==> config.mk <==
export PLATFORM = sky130hd
export DESIGN_NAME = prime_sieve_up_to_limit_unit
export DESIGN_NICKNAME = d
export VERILOG_FILES = /design/src/rtl/psieve_pkg.sv /design/src/rtl/psieve_ram.sv /design/src/rtl/psieve_add.sv /design/src/rtl/psieve_seq.sv /design/src/rtl/prime_sieve_up_to_limit_unit.sv
export VERILOG_INCLUDE_DIRS = /design/src /design/src/rtl
export SDC_FILE = /design/constraint.sdc
export NUM_CORES = 1
export LEC_CHECK = 0
export BUFFER_PORTS_ARGS = -buffer_cell sky130_fd_sc_hd__clkbuf_2
export CAP_MARGIN = 15
export CELL_PAD_IN_SITES_DETAIL_PLACEMENT = 1
export CELL_PAD_IN_SITES_GLOBAL_PLACEMENT = 1
export CORE_MARGIN = 4
export CORE_UTILIZATION = 45
export CTS_CLUSTER_SIZE = 8
export DETAILED_ROUTE_END_ITERATION = 8
export PLACE_DENSITY = 0.77
export SYNTH_ARGS = -nofsm -noshare
export SYNTH_HDL_FRONTEND = slang
export SYNTH_SLANG_ARGS = --single-unit
==> constraint.sdc <==
create_clock -name clk -period 15.85 [get_ports clk]
set_clock_uncertainty 0.1 [all_clocks]
set_input_delay 3.17 -clock clk [delete_from_list [all_inputs] [get_ports clk]]
set_output_delay 3.17 -clock clk [all_outputs]
set_load 0.005 [all_outputs]
==> src/rtl/prime_sieve_up_to_limit_unit_defines.svh <==
// Assertion macros for the prime sieve unit
`ifndef PRIME_SIEVE_UP_TO_LIMIT_UNIT_DEFINES_SVH
`define PRIME_SIEVE_UP_TO_LIMIT_UNIT_DEFINES_SVH

// same-cycle implication, sampled on clk, off during reset
`define PS_ASSERT_NOW(label, ante, cons, msg) \
	label: assert property (@(posedge clk) disable iff (!arst_n) (ante) |-> (cons)) \
		else $error(msg);

// next-cycle implication, sampled on clk, off during reset
`define PS_ASSERT_NEXT(label, ante, cons, msg) \
	label: assert property (@(posedge clk) disable iff (!arst_n) (ante) |=> (cons)) \
		else $error(msg);

`endif

==> src/rtl/psieve_pkg.sv <==
// Shared constants, types and helpers of the prime sieve unit
`timescale 1ns / 1ps

package psieve_pkg;

	localparam int MAX_N     = 256;
	localparam int NUM_W     = 9;
	localparam int SUM_W     = NUM_W + 1;
	localparam int MAP_DEPTH = MAX_N + 1;
	localparam int ADDR_W    = $clog2(MAP_DEPTH);

	localparam logic [NUM_W-1:0] MIN_LIMIT = NUM_W'(2);
	localparam logic [NUM_W-1:0] MAX_LIMIT = NUM_W'(MAX_N);

	typedef struct packed {
		logic              we;
		logic [ADDR_W-1:0] waddr;
		logic              wdata;
		logic [ADDR_W-1:0] raddr;
	} ram_ctrl_t;

	typedef struct packed {
		logic             load;
		logic [NUM_W-1:0] prime;
		logic             last;
	} out_load_t;

	typedef struct packed {
		logic [NUM_W-1:0] lim;
		logic             pend_val;
	} seq_stat_t;

	function automatic logic [NUM_W-1:0] hold_limit(input logic [NUM_W-1:0] raw);
		logic [NUM_W-1:0] res;
		res = raw;
		if (raw < MIN_LIMIT) begin
			res = MIN_LIMIT;
		end else if (raw > MAX_LIMIT) begin
			res = MAX_LIMIT;
		end
		return res;
	endfunction

endpackage

==> src/rtl/psieve_ram.sv <==
// Generic single-write, single-read RAM with registered read data
`timescale 1ns / 1ps

module psieve_ram #(
	parameter int WIDTH  = 1,
	parameter int DEPTH  = 257,
	parameter int ADDR_W = $clog2(DEPTH)
) (
	input  logic              clk,
	input  logic              we,
	input  logic [ADDR_W-1:0] waddr,
	input  logic [WIDTH-1:0]  wdata,
	input  logic [ADDR_W-1:0] raddr,
	output logic [WIDTH-1:0]  rdata
);

	logic [WIDTH-1:0] mem_q [DEPTH];

	always_ff @(posedge clk) begin
		if (we) begin
			mem_q[waddr] <= wdata;
		end
		rdata <= mem_q[raddr];
	end

endmodule

==> src/rtl/psieve_add.sv <==
// Shared adder and limit compare of the sieve sequencer
`timescale 1ns / 1ps

module psieve_add (
	input  logic [psieve_pkg::NUM_W-1:0] op_a,
	input  logic [psieve_pkg::NUM_W-1:0] op_b,
	input  logic [psieve_pkg::NUM_W-1:0] lim,
	output logic [psieve_pkg::SUM_W-1:0] sum,
	output logic                         le
);

	assign sum = psieve_pkg::SUM_W'(op_a) + psieve_pkg::SUM_W'(op_b);
	assign le  = sum <= psieve_pkg::SUM_W'(lim);

endmodule

==> src/rtl/psieve_seq.sv <==
// Sequencer: clear, mark multiples and scan the composite map
`timescale 1ns / 1ps

module psieve_seq (
	input  logic                          clk,
	input  logic                          arst_n,
	input  logic                          start,
	input  logic [psieve_pkg::NUM_W-1:0]  limit,
	input  logic                          out_free,
	input  logic                          rd_data,
	output logic                          idle,
	output psieve_pkg::ram_ctrl_t         ram_ctrl,
	output psieve_pkg::out_load_t         out_load,
	output psieve_pkg::seq_stat_t         stat
);

	typedef enum logic [8:0] {
		ST_IDLE   = 9'b000000001,
		ST_CLEAR  = 9'b000000010,
		ST_S_RD   = 9'b000000100,
		ST_S_CHK  = 9'b000001000,
		ST_S_MARK = 9'b000010000,
		ST_S_ADV  = 9'b000100000,
		ST_P_RD   = 9'b001000000,
		ST_P_CHK  = 9'b010000000,
		ST_FLUSH  = 9'b100000000
	} state_t;

	state_t                        state_q;
	logic [psieve_pkg::NUM_W-1:0]  lim_q;
	logic [psieve_pkg::NUM_W-1:0]  n_q;
	logic [psieve_pkg::NUM_W-1:0]  m_q;
	logic [psieve_pkg::NUM_W-1:0]  pend_q;
	logic                          pend_val_q;

	logic [psieve_pkg::NUM_W-1:0]  op_a;
	logic [psieve_pkg::NUM_W-1:0]  op_b;
	logic [psieve_pkg::SUM_W-1:0]  sum;
	logic [psieve_pkg::NUM_W-1:0]  sum_n;
	logic                          le;
	logic                          is_prime;

	assign is_prime = !rd_data;
	assign op_a     = (state_q == ST_S_MARK) ? m_q : n_q;
	assign op_b     = ((state_q == ST_S_MARK) || ((state_q == ST_S_CHK) && is_prime)) ?
		n_q : psieve_pkg::NUM_W'(1);
	assign sum_n    = sum[psieve_pkg::NUM_W-1:0];

	psieve_add u_add (
		.op_a (op_a),
		.op_b (op_b),
		.lim  (lim_q),
		.sum  (sum),
		.le   (le)
	);

	assign idle = (state_q == ST_IDLE);

	always_comb begin
		ram_ctrl.we    = state_q inside {ST_CLEAR, ST_S_MARK};
		ram_ctrl.waddr = (state_q == ST_CLEAR) ? n_q[psieve_pkg::ADDR_W-1:0]
			: m_q[psieve_pkg::ADDR_W-1:0];
		ram_ctrl.wdata = (state_q == ST_S_MARK);
		ram_ctrl.raddr = n_q[psieve_pkg::ADDR_W-1:0];
	end

	always_comb begin
		out_load.load  = ((state_q == ST_P_CHK) && is_prime && pend_val_q && out_free)
			|| ((state_q == ST_FLUSH) && out_free);
		out_load.prime = pend_q;
		out_load.last  = (state_q == ST_FLUSH);
	end

	assign stat.lim      = lim_q;
	assign stat.pend_val = pend_val_q;

	always_ff @(posedge clk or negedge arst_n) begin
		if (!arst_n) begin
			state_q    <= ST_IDLE;
			pend_val_q <= 1'b0;
			lim_q      <= psieve_pkg::MIN_LIMIT;
			n_q        <= '0;
			m_q        <= '0;
			pend_q     <= '0;
		end else begin
			case (state_q)
				ST_IDLE: begin
					if (start) begin
						lim_q   <= psieve_pkg::hold_limit(limit);
						n_q     <= '0;
						state_q <= ST_CLEAR;
					end
				end
				ST_CLEAR: begin
					if (le) begin
						n_q <= sum_n;
					end else begin
						n_q     <= psieve_pkg::MIN_LIMIT;
						state_q <= ST_S_RD;
					end
				end
				ST_S_RD: begin
					state_q <= ST_S_CHK;
				end
				ST_S_CHK: begin
					if (is_prime) begin
						if (le) begin
							m_q     <= sum_n;
							state_q <= ST_S_MARK;
						end else begin
							// no multiple of this or any larger number fits
							n_q     <= psieve_pkg::MIN_LIMIT;
							state_q <= ST_P_RD;
						end
					end else if (le) begin
						n_q     <= sum_n;
						state_q <= ST_S_RD;
					end else begin
						n_q     <= psieve_pkg::MIN_LIMIT;
						state_q <= ST_P_RD;
					end
				end
				ST_S_MARK: begin
					if (le) begin
						m_q <= sum_n;
					end else begin
						state_q <= ST_S_ADV;
					end
				end
				ST_S_ADV: begin
					if (le) begin
						n_q     <= sum_n;
						state_q <= ST_S_RD;
					end else begin
						n_q     <= psieve_pkg::MIN_LIMIT;
						state_q <= ST_P_RD;
					end
				end
				ST_P_RD: begin
					state_q <= ST_P_CHK;
				end
				ST_P_CHK: begin
					if (!(is_prime && pend_val_q && !out_free)) begin
						if (is_prime) begin
							pend_q     <= n_q;
							pend_val_q <= 1'b1;
						end
						if (le) begin
							n_q     <= sum_n;
							state_q <= ST_P_RD;
						end else begin
							state_q <= ST_FLUSH;
						end
					end
				end
				ST_FLUSH: begin
					if (out_free) begin
						pend_val_q <= 1'b0;
						state_q    <= ST_IDLE;
					end
				end
				default: begin
					state_q <= ST_IDLE;
				end
			endcase
		end
	end

endmodule

==> src/rtl/prime_sieve_up_to_limit_unit.sv <==
// Top level of the prime sieve unit: map RAM, sequencer and output register
//
// Takes one limit word at a time (held to 2..MAX_N) and returns every prime
// up to it in ascending order, one word each, with last set on the largest.
// limit_ready is high only while the unit is idle. A request runs through the
// composite map: it clears it, tests each number during sieving up to the
// first prime whose double passes the limit, marks each multiple of each
// prime and advances after each prime, then scans each number and flushes the
// largest prime. The result register lets the sieve keep scanning while a
// finished word waits, up to the next prime that it finds.
`timescale 1ns / 1ps
`include "prime_sieve_up_to_limit_unit_defines.svh"

module prime_sieve_up_to_limit_unit (
	input  logic                          clk,
	input  logic                          arst_n,
	input  logic                          limit_valid,
	output logic                          limit_ready,
	input  logic [psieve_pkg::NUM_W-1:0]  limit,
	output logic                          prime_valid,
	input  logic                          prime_ready,
	output logic [psieve_pkg::NUM_W-1:0]  prime,
	output logic                          last
);

	psieve_pkg::ram_ctrl_t         ram_ctrl;
	psieve_pkg::out_load_t         out_load;
	psieve_pkg::seq_stat_t         stat;
	logic                          rd_data;
	logic                          idle;
	logic                          out_free;
	logic                          prime_valid_q;
	logic [psieve_pkg::NUM_W-1:0]  prime_q;
	logic                          last_q;

	assign out_free    = !prime_valid_q || prime_ready;
	assign limit_ready = idle;

	psieve_ram #(
		.WIDTH (1),
		.DEPTH (psieve_pkg::MAP_DEPTH)
	) u_map (
		.clk   (clk),
		.we    (ram_ctrl.we),
		.waddr (ram_ctrl.waddr),
		.wdata (ram_ctrl.wdata),
		.raddr (ram_ctrl.raddr),
		.rdata (rd_data)
	);

	psieve_seq u_seq (
		.clk      (clk),
		.arst_n   (arst_n),
		.start    (limit_valid && idle),
		.limit    (limit),
		.out_free (out_free),
		.rd_data  (rd_data),
		.idle     (idle),
		.ram_ctrl (ram_ctrl),
		.out_load (out_load),
		.stat     (stat)
	);

	// hold the word until taken
	always_ff @(posedge clk or negedge arst_n) begin
		if (!arst_n) begin
			prime_valid_q <= 1'b0;
		end else if (out_load.load) begin
			prime_valid_q <= 1'b1;
		end else if (prime_ready) begin
			prime_valid_q <= 1'b0;
		end
	end

	always_ff @(posedge clk) begin
		if (out_load.load) begin
			prime_q <= out_load.prime;
			last_q  <= out_load.last;
		end
	end

	assign prime_valid = prime_valid_q;
	assign prime       = prime_q;
	assign last        = last_q;

	`PS_ASSERT_NOW(a_load_free, out_load.load, out_free, "word loaded over a waiting word")
	`PS_ASSERT_NOW(a_idle_clean, idle, !stat.pend_val, "pending prime left when idle")
	`PS_ASSERT_NOW(a_prime_range, out_load.load,
		(out_load.prime >= psieve_pkg::MIN_LIMIT) && (out_load.prime <= stat.lim),
		"prime outside held limit")
	`PS_ASSERT_NEXT(a_busy_after_start, limit_valid && limit_ready, !limit_ready,
		"ready after accepting a limit")

endmodule

==> impl_metrics.xml, run 1 <==
<?xml version="1.0" encoding="UTF-8"?>
<metrics>
  <group name="job">
    <metric name="max_cap_violations" unit="">0</metric>
  </group>
  <group name="cts">
    <metric name="cts_setup_buffers" unit="">0</metric>
    <metric name="cts-root-to-sink-buffers" unit="">3</metric>
    <metric name="clk_pin_slew" unit="ns">0.05</metric>
    <metric name="clkSinkCount" unit="">315</metric>
    <metric name="number_of_buffers_created_by_cts" unit="">45</metric>
    <metric name="ctsHoldBuffers" unit="">0</metric>
    <metric name="tritoncts" unit="">built</metric>
    <metric name="cts_resized" unit="">0</metric>
    <metric name="cts_root_buf" unit="">clkbuf_16</metric>
    <metric name="clock_insertion_delay_worst_skew" unit="ns">0.54</metric>
    <metric name="htree_num_levels" unit="">2</metric>
  </group>
  <group name="placed_design">
    <metric name="detailedPlacementHpwl" unit="µm">22100</metric>
    <metric name="globalplace.congestion" unit="">0.820</metric>
    <metric name="io_buffers" unit="">24</metric>
  </group>
  <group name="critical_path">
    <metric name="r2r_start" unit="">u_seq.state_q[1]</metric>
    <metric name="critPathMaxFanout" unit="">176</metric>
    <metric name="worst_setup_path_end_kind" unit="">register</metric>
    <metric name="crit_arrival" unit="ns">7.25</metric>
    <metric name="worst_setup_path_startpoint" unit="">u_seq.state_q[1]</metric>
    <metric name="timing.critical_path.required" unit="ns">16.16</metric>
    <metric name="critPathLaunchType" unit="">register</metric>
    <metric name="worstSetupPathType" unit="">register to register</metric>
  </group>
  <group name="yosys">
    <metric name="synth_ff_type" unit="">edfxtp_1</metric>
    <metric name="synthesis.nets" unit="">1130</metric>
    <metric name="synth_largest_type_area_fraction" unit="%">55.2</metric>
    <metric name="synth_enable_flop_cells" unit="">267</metric>
    <metric name="netlist_area" unit="µm²">14500</metric>
    <metric name="synth.yosys.seq_area_share" unit="%">63.5</metric>
    <metric name="synthesis.yosys.warnings" unit="">0</metric>
    <metric name="yosys-top-cells-area" unit="">edfxtp_1, mux4_2, dfrtp_1, nor2_1, nand2_1</metric>
    <metric name="ys_async_sr_fraction" unit="%">14.9</metric>
    <metric name="synth.distinct_cells" unit="">70</metric>
    <metric name="synth.largest_area_cell" unit="">edfxtp_1</metric>
    <metric name="syn_avg_cell_area" unit="µm²">13.2</metric>
    <metric name="yosys_register_bits" unit="">315</metric>
    <metric name="netlist_instances" unit="">1098</metric>
  </group>
  <group name="hold_path">
    <metric name="hold_path_class" unit="">register to register</metric>
    <metric name="hold_path.startpoint" unit="">u_seq.pend_q[1]</metric>
  </group>
  <group name="sta">
    <metric name="timing.slew.headroom" unit="%">23.3</metric>
    <metric name="timing.final.crit_share" unit="%">43.8</metric>
    <metric name="final-max-slew-violation-count" unit="">0</metric>
    <metric name="tightestPinTransition" unit="ns">1.15</metric>
    <metric name="report.final.hold_viol_count" unit="">0</metric>
    <metric name="setup_total_negative_slack" unit="ns">0</metric>
    <metric name="unrepaired_setup_endpoints_after_global_routing" unit="">no</metric>
    <metric name="clock.fmax" unit="MHz">144</metric>
    <metric name="fin_crit" unit="ns">6.94</metric>
    <metric name="final-setup-viol-count" unit="">0</metric>
  </group>
  <group name="die">
    <metric name="ios" unit="">25</metric>
    <metric name="initial_core_util" unit="%">45.8</metric>
    <metric name="die_w" unit="µm">188</metric>
    <metric name="dieArea" unit="µm²">35200</metric>
    <metric name="y_dimension_of_the_die" unit="µm">188</metric>
    <metric name="row_count" unit="">65</metric>
    <metric name="core_area" unit="µm²">31700</metric>
  </group>
  <group name="detailed_routing">
    <metric name="route.detailed.wl_per_inst" unit="µm">24.8</metric>
    <metric name="wl_met2" unit="µm">19400</metric>
    <metric name="drt-pass1-iter-count" unit="">4</metric>
    <metric name="vias_after_detailed_routing" unit="">9179</metric>
    <metric name="postRouteAntennaNets" unit="">0</metric>
    <metric name="drt_iter0_markers" unit="">746</metric>
    <metric name="vias_per_cell" unit="">5.98</metric>
    <metric name="detailroute.wirelength.met3" unit="µm">2230</metric>
    <metric name="drt_drc_violations_left" unit="">0</metric>
    <metric name="routedLengthMet1" unit="µm">15400</metric>
    <metric name="drt-total-wl" unit="µm">38100</metric>
    <metric name="top_layer" unit="">met5</metric>
  </group>
  <group name="cells_and_area">
    <metric name="insertedDiodeCount" unit="">0</metric>
    <metric name="design.final.nets" unit="">1139</metric>
    <metric name="top_library_cells_by_usage_in_the_layout_fill_and_taps_aside" unit="">nor2_1, edfxtp_1, nand2_1, mux4_2, clkbuf_16</metric>
    <metric name="syn2layout_area_growth" unit="%">11.3</metric>
    <metric name="post_route_cells_drive_above_1_share" unit="%">17.2</metric>
    <metric name="layout_commonest_cell" unit="">nor2_1</metric>
  </group>
  <group name="grt">
    <metric name="wire_length_of_the_first_global_routing_pass" unit="µm">58400</metric>
    <metric name="antenna_violations_before_repair" unit="">1</metric>
    <metric name="groute.usage.overall" unit="%">21.5</metric>
    <metric name="globalRouteOverflowTotal" unit="">0</metric>
    <metric name="first_global_vias" unit="">9658</metric>
    <metric name="largest_net_degree_at_the_start_of_global_routing" unit="">177</metric>
  </group>
  <group name="power">
    <metric name="power_density" unit="nW/µm²">132</metric>
    <metric name="p_leak" unit="nW">4.76</metric>
    <metric name="ir_worst_vdd" unit="µV">86.8</metric>
    <metric name="power" unit="mW">2.14</metric>
  </group>
  <group name="outcome">
    <metric name="result_of_the_run" unit="">finished, final reports clean</metric>
  </group>
</metrics>
==> worst paths after layout <==
path | to | slack [ns] | cells past startpoint
worst max-delay path | u_seq.m_q[6] | 8.91 | 19
worst min-delay path | prime[1] | 0.34 | 0
worst max register to register | u_seq.m_q[6] | 8.91 | 19
worst min register to register | prime[1] | 0.34 | 0
max in group asynchronous | u_seq.n_q[0] | 12.56 | 2
min in group asynchronous | u_seq.n_q[6] | 2.63 | 2
==> state kept, by name (all words and copies together) (netlist names) <==
register,flops
u_seq.n_q,9
u_seq.lim_q,9
u_map.mem_q,257
u_seq.pend_q,9
last,1
u_seq.m_q,9
u_seq.state_q,9
u_seq.pend_val_q,1
prime_valid,1
u_map.rdata,1
prime,9
==> power by group <==
part | internal [mW] | total (mW) | switching [mW] | leakage, nW
sequential | 0.916 | 0.960 | 0.0444 | 2.63
clock | 0.537 | 0.876 | 0.339 | 0.606
combinational | 0.127 | 0.305 | 0.178 | 1.53
==> worst max-delay path, cell delays in order, from the launching register on <==
cell,delay (ns)
dfrtp_1,0.44
or3_1,0.40
nor4_2,0.21
nand3_1,0.60
inv_6,0.97
buf_4,0.82
nand2_1,0.10
o21ai_0,0.11
ha_1,0.33
o21ai_0,0.21
nand2b_1,0.11
a21boi_0,0.15
xor2_1,0.28
ha_1,0.31
o21a_1,0.12
o22ai_1,0.19
nor2_1,0.09
a211oi_2,0.47
nand2_1,0.37
mux2_2,0.37
==> logic make-up (layout without fill, tap and decap cells) <==
family	after synthesis	in the layout	synth area share [%]
compound gates	125	125	5.82
mux	86	86	12.1
xor+xnor	8	8	0.482
buf+inv	89	123	2.74
flops	315	315	63.5
fa+ha+maj	19	19	1.69
simple gates	456	456	13.7
==> layer usage <==
| layer | GRT usage [%] | vias to the layer above |
|---|---|---|
| met3 | 3.72 | 84 |
| met2 | 37.4 | 271 |
| li1 | - | 4065 |
| met1 | 27.9 | 4757 |
| met5 | 0 | - |
| met4 | 6.63 | 2 |
==> Yosys cell counts, types with 2 or more instances <==
library cell and count:
clkbuf_1 30, nand4_1 2, nor2_1 268, nor2b_1 6
and3_1 4, o21ai_1 3, a2111oi_0 4, a21o_1 4
buf_2 36, a211oi_1 10, nand3_1 14, nor3_1 4
mux2_2 15, o21ai_0 21, o22ai_1 9, a21oi_1 34
xnor2_1 3, nand2_1 98, o31ai_1 4, inv_2 2
o21a_1 2, inv_1 15, xor2_1 5, buf_1 2
a22o_1 13, or3_1 3, buf_6 2, nor4_1 4
dfstp_2 2, nand3b_1 13, nand2b_1 9, o31ai_2 2
o2111ai_1 3, ha_1 18, nor2_2 10, and2_1 6
a311oi_1 2, and4b_1 4, edfxtp_1 267, a31oi_1 2
dfrtp_1 45, mux4_2 70
==> final cells by class <==
class | instances | area [µm²]
sequential | 315 | 9220
clock buffer | 69 | 1220
multi-input combinational | 694 | 4910
fill | 3171 | 15600
clock inverter | 3 | 47.5
inverter | 18 | 72.6
tap | 402 | 503
timing repair buffer | 33 | 188
==> per-stage QoR <==
stage	instance area (µm²)	utilization (%)	cells	hold WS, ns	worst slack (ns)
floorplan	14500	-	1098	0.319	6.74
global placement	14900	47.0	1462	0.332	9.15
detailed placement	14900	47.0	1462	0.331	8.90
CTS	16200	51.0	1534	0.342	8.84
global route	16200	51.0	1534	0.351	8.25
finish	16200	51.0	1534	0.340	8.91
Note: power is estimated with default switching activity, not from simulation.
==> run 2, diff against run 1 <==
--- a/config.mk
+++ b/config.mk
@@ -14,7 +14,7 @@
 export CORE_UTILIZATION = 45
 export CTS_CLUSTER_SIZE = 8
 export DETAILED_ROUTE_END_ITERATION = 8
-export PLACE_DENSITY = 0.77
+export PLACE_DENSITY = 0.79
 export SYNTH_ARGS = -nofsm -noshare
 export SYNTH_HDL_FRONTEND = slang
 export SYNTH_SLANG_ARGS = --single-unit
==> constraint.sdc (replaced) <==
create_clock -name clk -period 5.6 [get_ports clk]
set_clock_uncertainty 0.1 [all_clocks]
set_input_delay 1.12 -clock clk [delete_from_list [all_inputs] [get_ports clk]]
set_output_delay 1.12 -clock clk [all_outputs]
set_load 0.005 [all_outputs]
==> impl_metrics.xml, run 2 (synthesis results as in run 1) <==
<?xml version="1.0" encoding="UTF-8"?>
<metrics>
  <group name="outcome">
    <metric name="result_of_the_run" unit="">finished, final reports clean</metric>
  </group>
  <group name="die">
    <metric name="die_w" unit="µm">188</metric>
    <metric name="ios" unit="">25</metric>
    <metric name="y_dimension_of_the_die" unit="µm">188</metric>
    <metric name="initial_core_util" unit="%">45.8</metric>
    <metric name="dieArea" unit="µm²">35200</metric>
    <metric name="core_area" unit="µm²">31700</metric>
    <metric name="row_count" unit="">65</metric>
  </group>
  <group name="cts">
    <metric name="clkSinkCount" unit="">315</metric>
    <metric name="number_of_buffers_created_by_cts" unit="">45</metric>
    <metric name="clock_insertion_delay_worst_skew" unit="ns">0.54</metric>
    <metric name="cts-root-to-sink-buffers" unit="">3</metric>
    <metric name="clk_pin_slew" unit="ns">0.05</metric>
    <metric name="htree_num_levels" unit="">2</metric>
    <metric name="cts_root_buf" unit="">clkbuf_16</metric>
    <metric name="tritoncts" unit="">built</metric>
    <metric name="ctsHoldBuffers" unit="">0</metric>
  </group>
  <group name="detailed_routing">
    <metric name="vias_per_cell" unit="">6.05</metric>
    <metric name="drt_iter0_markers" unit="">816</metric>
    <metric name="drt-pass1-iter-count" unit="">5</metric>
    <metric name="drt_drc_violations_left" unit="">0</metric>
    <metric name="route.detailed.wl_per_inst" unit="µm">25.5</metric>
    <metric name="vias_after_detailed_routing" unit="">9372</metric>
    <metric name="postRouteAntennaNets" unit="">0</metric>
    <metric name="drt-total-wl" unit="µm">39400</metric>
  </group>
  <group name="critical_path">
    <metric name="critical-path-top-delay-family" unit="">compound AO/OA/AOI/OAI gates</metric>
    <metric name="cp_slowest_stage_delay" unit="ns">0.44</metric>
    <metric name="crit_arrival" unit="ns">5.65</metric>
    <metric name="critPathMaxFanout" unit="">8</metric>
    <metric name="critPathLaunchType" unit="">register</metric>
    <metric name="worst_setup_path_startpoint" unit="">u_seq.state_q[1]</metric>
    <metric name="r2r_start" unit="">u_seq.state_q[1]</metric>
    <metric name="worst_setup_path_end_kind" unit="">register</metric>
    <metric name="crit_path_buffers_inverters" unit="">1</metric>
    <metric name="worstSetupPathType" unit="">register to register</metric>
    <metric name="critPathSlowestCell" unit="">dfrtp_1</metric>
    <metric name="timing.critical_path.required" unit="ns">5.91</metric>
    <metric name="path_cells" unit="">or3_1, nor4_2, nand3_2, nand2_2, nand2b_1, ha_1, fa_1, a21o_1, a21oi_1, nor2b_1, o21ai_0, nand2b_1, xor2_2, ha_1, o21a_1, o21a_1, o22ai_1, nor2_1, a2111o_1, o2111ai_1, a21oi_2, buf_4, a22o_1</metric>
  </group>
  <group name="cells_and_area">
    <metric name="syn2layout_area_growth" unit="%">12.4</metric>
    <metric name="largest_register_ff_count" unit="">257</metric>
    <metric name="layout_commonest_cell" unit="">nor2_1</metric>
    <metric name="final_core_util" unit="%">51.5</metric>
    <metric name="design.final.nets" unit="">1152</metric>
    <metric name="post_route_cells_drive_above_1_share" unit="%">18.7</metric>
    <metric name="top_library_cells_by_usage_in_the_layout_fill_and_taps_aside" unit="">nor2_1, edfxtp_1, nand2_1, mux4_2, clkbuf_16</metric>
    <metric name="insertedDiodeCount" unit="">0</metric>
    <metric name="register_with_the_most_flip_flops" unit="">u_map.mem_q</metric>
    <metric name="final_cells" unit="">1548</metric>
  </group>
  <group name="power">
    <metric name="ir_worst_vdd" unit="µV">287</metric>
    <metric name="power_frac_seq" unit="%">43.4</metric>
    <metric name="power_density" unit="nW/µm²">377</metric>
    <metric name="p_int" unit="mW">4.53</metric>
    <metric name="power.share.combinational" unit="%">15.5</metric>
    <metric name="power.switching" unit="mW">1.63</metric>
    <metric name="p_leak" unit="nW">4.85</metric>
    <metric name="sw_frac_of_total" unit="%">26.5</metric>
    <metric name="pwr-share-clk" unit="%">41.2</metric>
  </group>
  <group name="sta">
    <metric name="final-setup-viol-count" unit="">0</metric>
    <metric name="timing.final.crit_share" unit="%">95.2</metric>
    <metric name="tightestPinTransition" unit="ns">1.22</metric>
    <metric name="fin_crit" unit="ns">5.33</metric>
    <metric name="setup_total_negative_slack" unit="ns">0</metric>
    <metric name="final.hold.worst_slack" unit="ns">0.344</metric>
    <metric name="final-max-slew-violation-count" unit="">0</metric>
    <metric name="clock.fmax" unit="MHz">188</metric>
    <metric name="report.final.hold_viol_count" unit="">0</metric>
    <metric name="timing.slew.headroom" unit="%">18.3</metric>
  </group>
  <group name="job">
    <metric name="max_cap_violations" unit="">0</metric>
  </group>
  <group name="placed_design">
    <metric name="dpl.cell_count" unit="">1472</metric>
    <metric name="detailedPlacementHpwl" unit="µm">22800</metric>
    <metric name="globalplace.congestion" unit="">0.847</metric>
    <metric name="io_buffers" unit="">24</metric>
  </group>
  <group name="grt">
    <metric name="first_global_vias" unit="">9973</metric>
    <metric name="wire_length_of_the_first_global_routing_pass" unit="µm">60500</metric>
    <metric name="groute.usage.overall" unit="%">22.3</metric>
    <metric name="globalRouteOverflowTotal" unit="">0</metric>
    <metric name="antenna_violations_before_repair" unit="">0</metric>
    <metric name="largest_net_degree_at_the_start_of_global_routing" unit="">119</metric>
  </group>
  <group name="hold_path">
    <metric name="hold_path.startpoint" unit="">u_seq.pend_q[6]</metric>
    <metric name="hold_path_class" unit="">register to register</metric>
  </group>
</metrics>
run 2: cell types whose count changed in the layout (fill, tap and decap cells not counted), moves of 2 or more:
cell / previous run / this run
nand2_2: 0 / 2
buf_4: 9 / 21
nand2_1: 98 / 96
inv_6: 3 / 1
run 2: area by class of cell:
type                       count  area (µm²)
sequential                   315        9220
clock inverter                 3        66.3
multi-input combinational    694        4940
timing repair buffer          46         289
fill                        3203       15400
clock buffer                  70        1240
tap                          402         503
inverter                      18        72.6
run 2: per-layer routing:
layer  wire length [µm]  global-route usage (%)  up-vias  share of wire [%]
li1                   -                       -     4089                  -
met1              16000                    29.4     4867                 41
met2              19700                    37.8      320                 50
met3               2570                    3.91       96                6.5
met4               1200                    7.14        0                3.0
met5                  0                       0        -                  0
run 2: metrics by stage:
stage                     setup slack (ns)  total power [mW]  instance area [µm²]
after floorplan                      0.183              3.39                14500
after global routing              -0.00679              6.40                16300
after detailed placement            0.0249              3.65                15000
final                                0.267              6.16                16300
after global placement               0.234              3.63                15000
after CTS                           0.0884              6.21                16300
run 2: final timing paths:
path	end	slack, ns	depth (start not counted)
worst max-delay path	u_seq.n_q[2]	0.27	23
worst min-delay path	prime[6]	0.34	0
worst max register to register	u_seq.n_q[2]	0.27	23
worst min register to register	prime[6]	0.34	0
max in group asynchronous	u_seq.n_q[0]	4.34	2
min in group asynchronous	u_seq.state_q[7]	0.58	2
run 2: power by group through the flow:
stage / Clock, mW / Sequential, mW / Combinational, mW
2_1_floorplan: 0 / 2.66 / 0.729
3_3_place_gp: 0 / 2.71 / 0.921
3_5_place_dp: 0 / 2.71 / 0.942
4_1_cts: 2.59 / 2.67 / 0.950
5_1_grt: 2.69 / 2.68 / 1.04
6_report: 2.53 / 2.67 / 0.953
run 2: timing repair:
item                       in CTS  in global routing
setup endpoints to repair       1                 24
setup buffers                   0                  3
gates cloned                    0                  0
pin swaps                       0                  3
gates resized for setup         1                  5
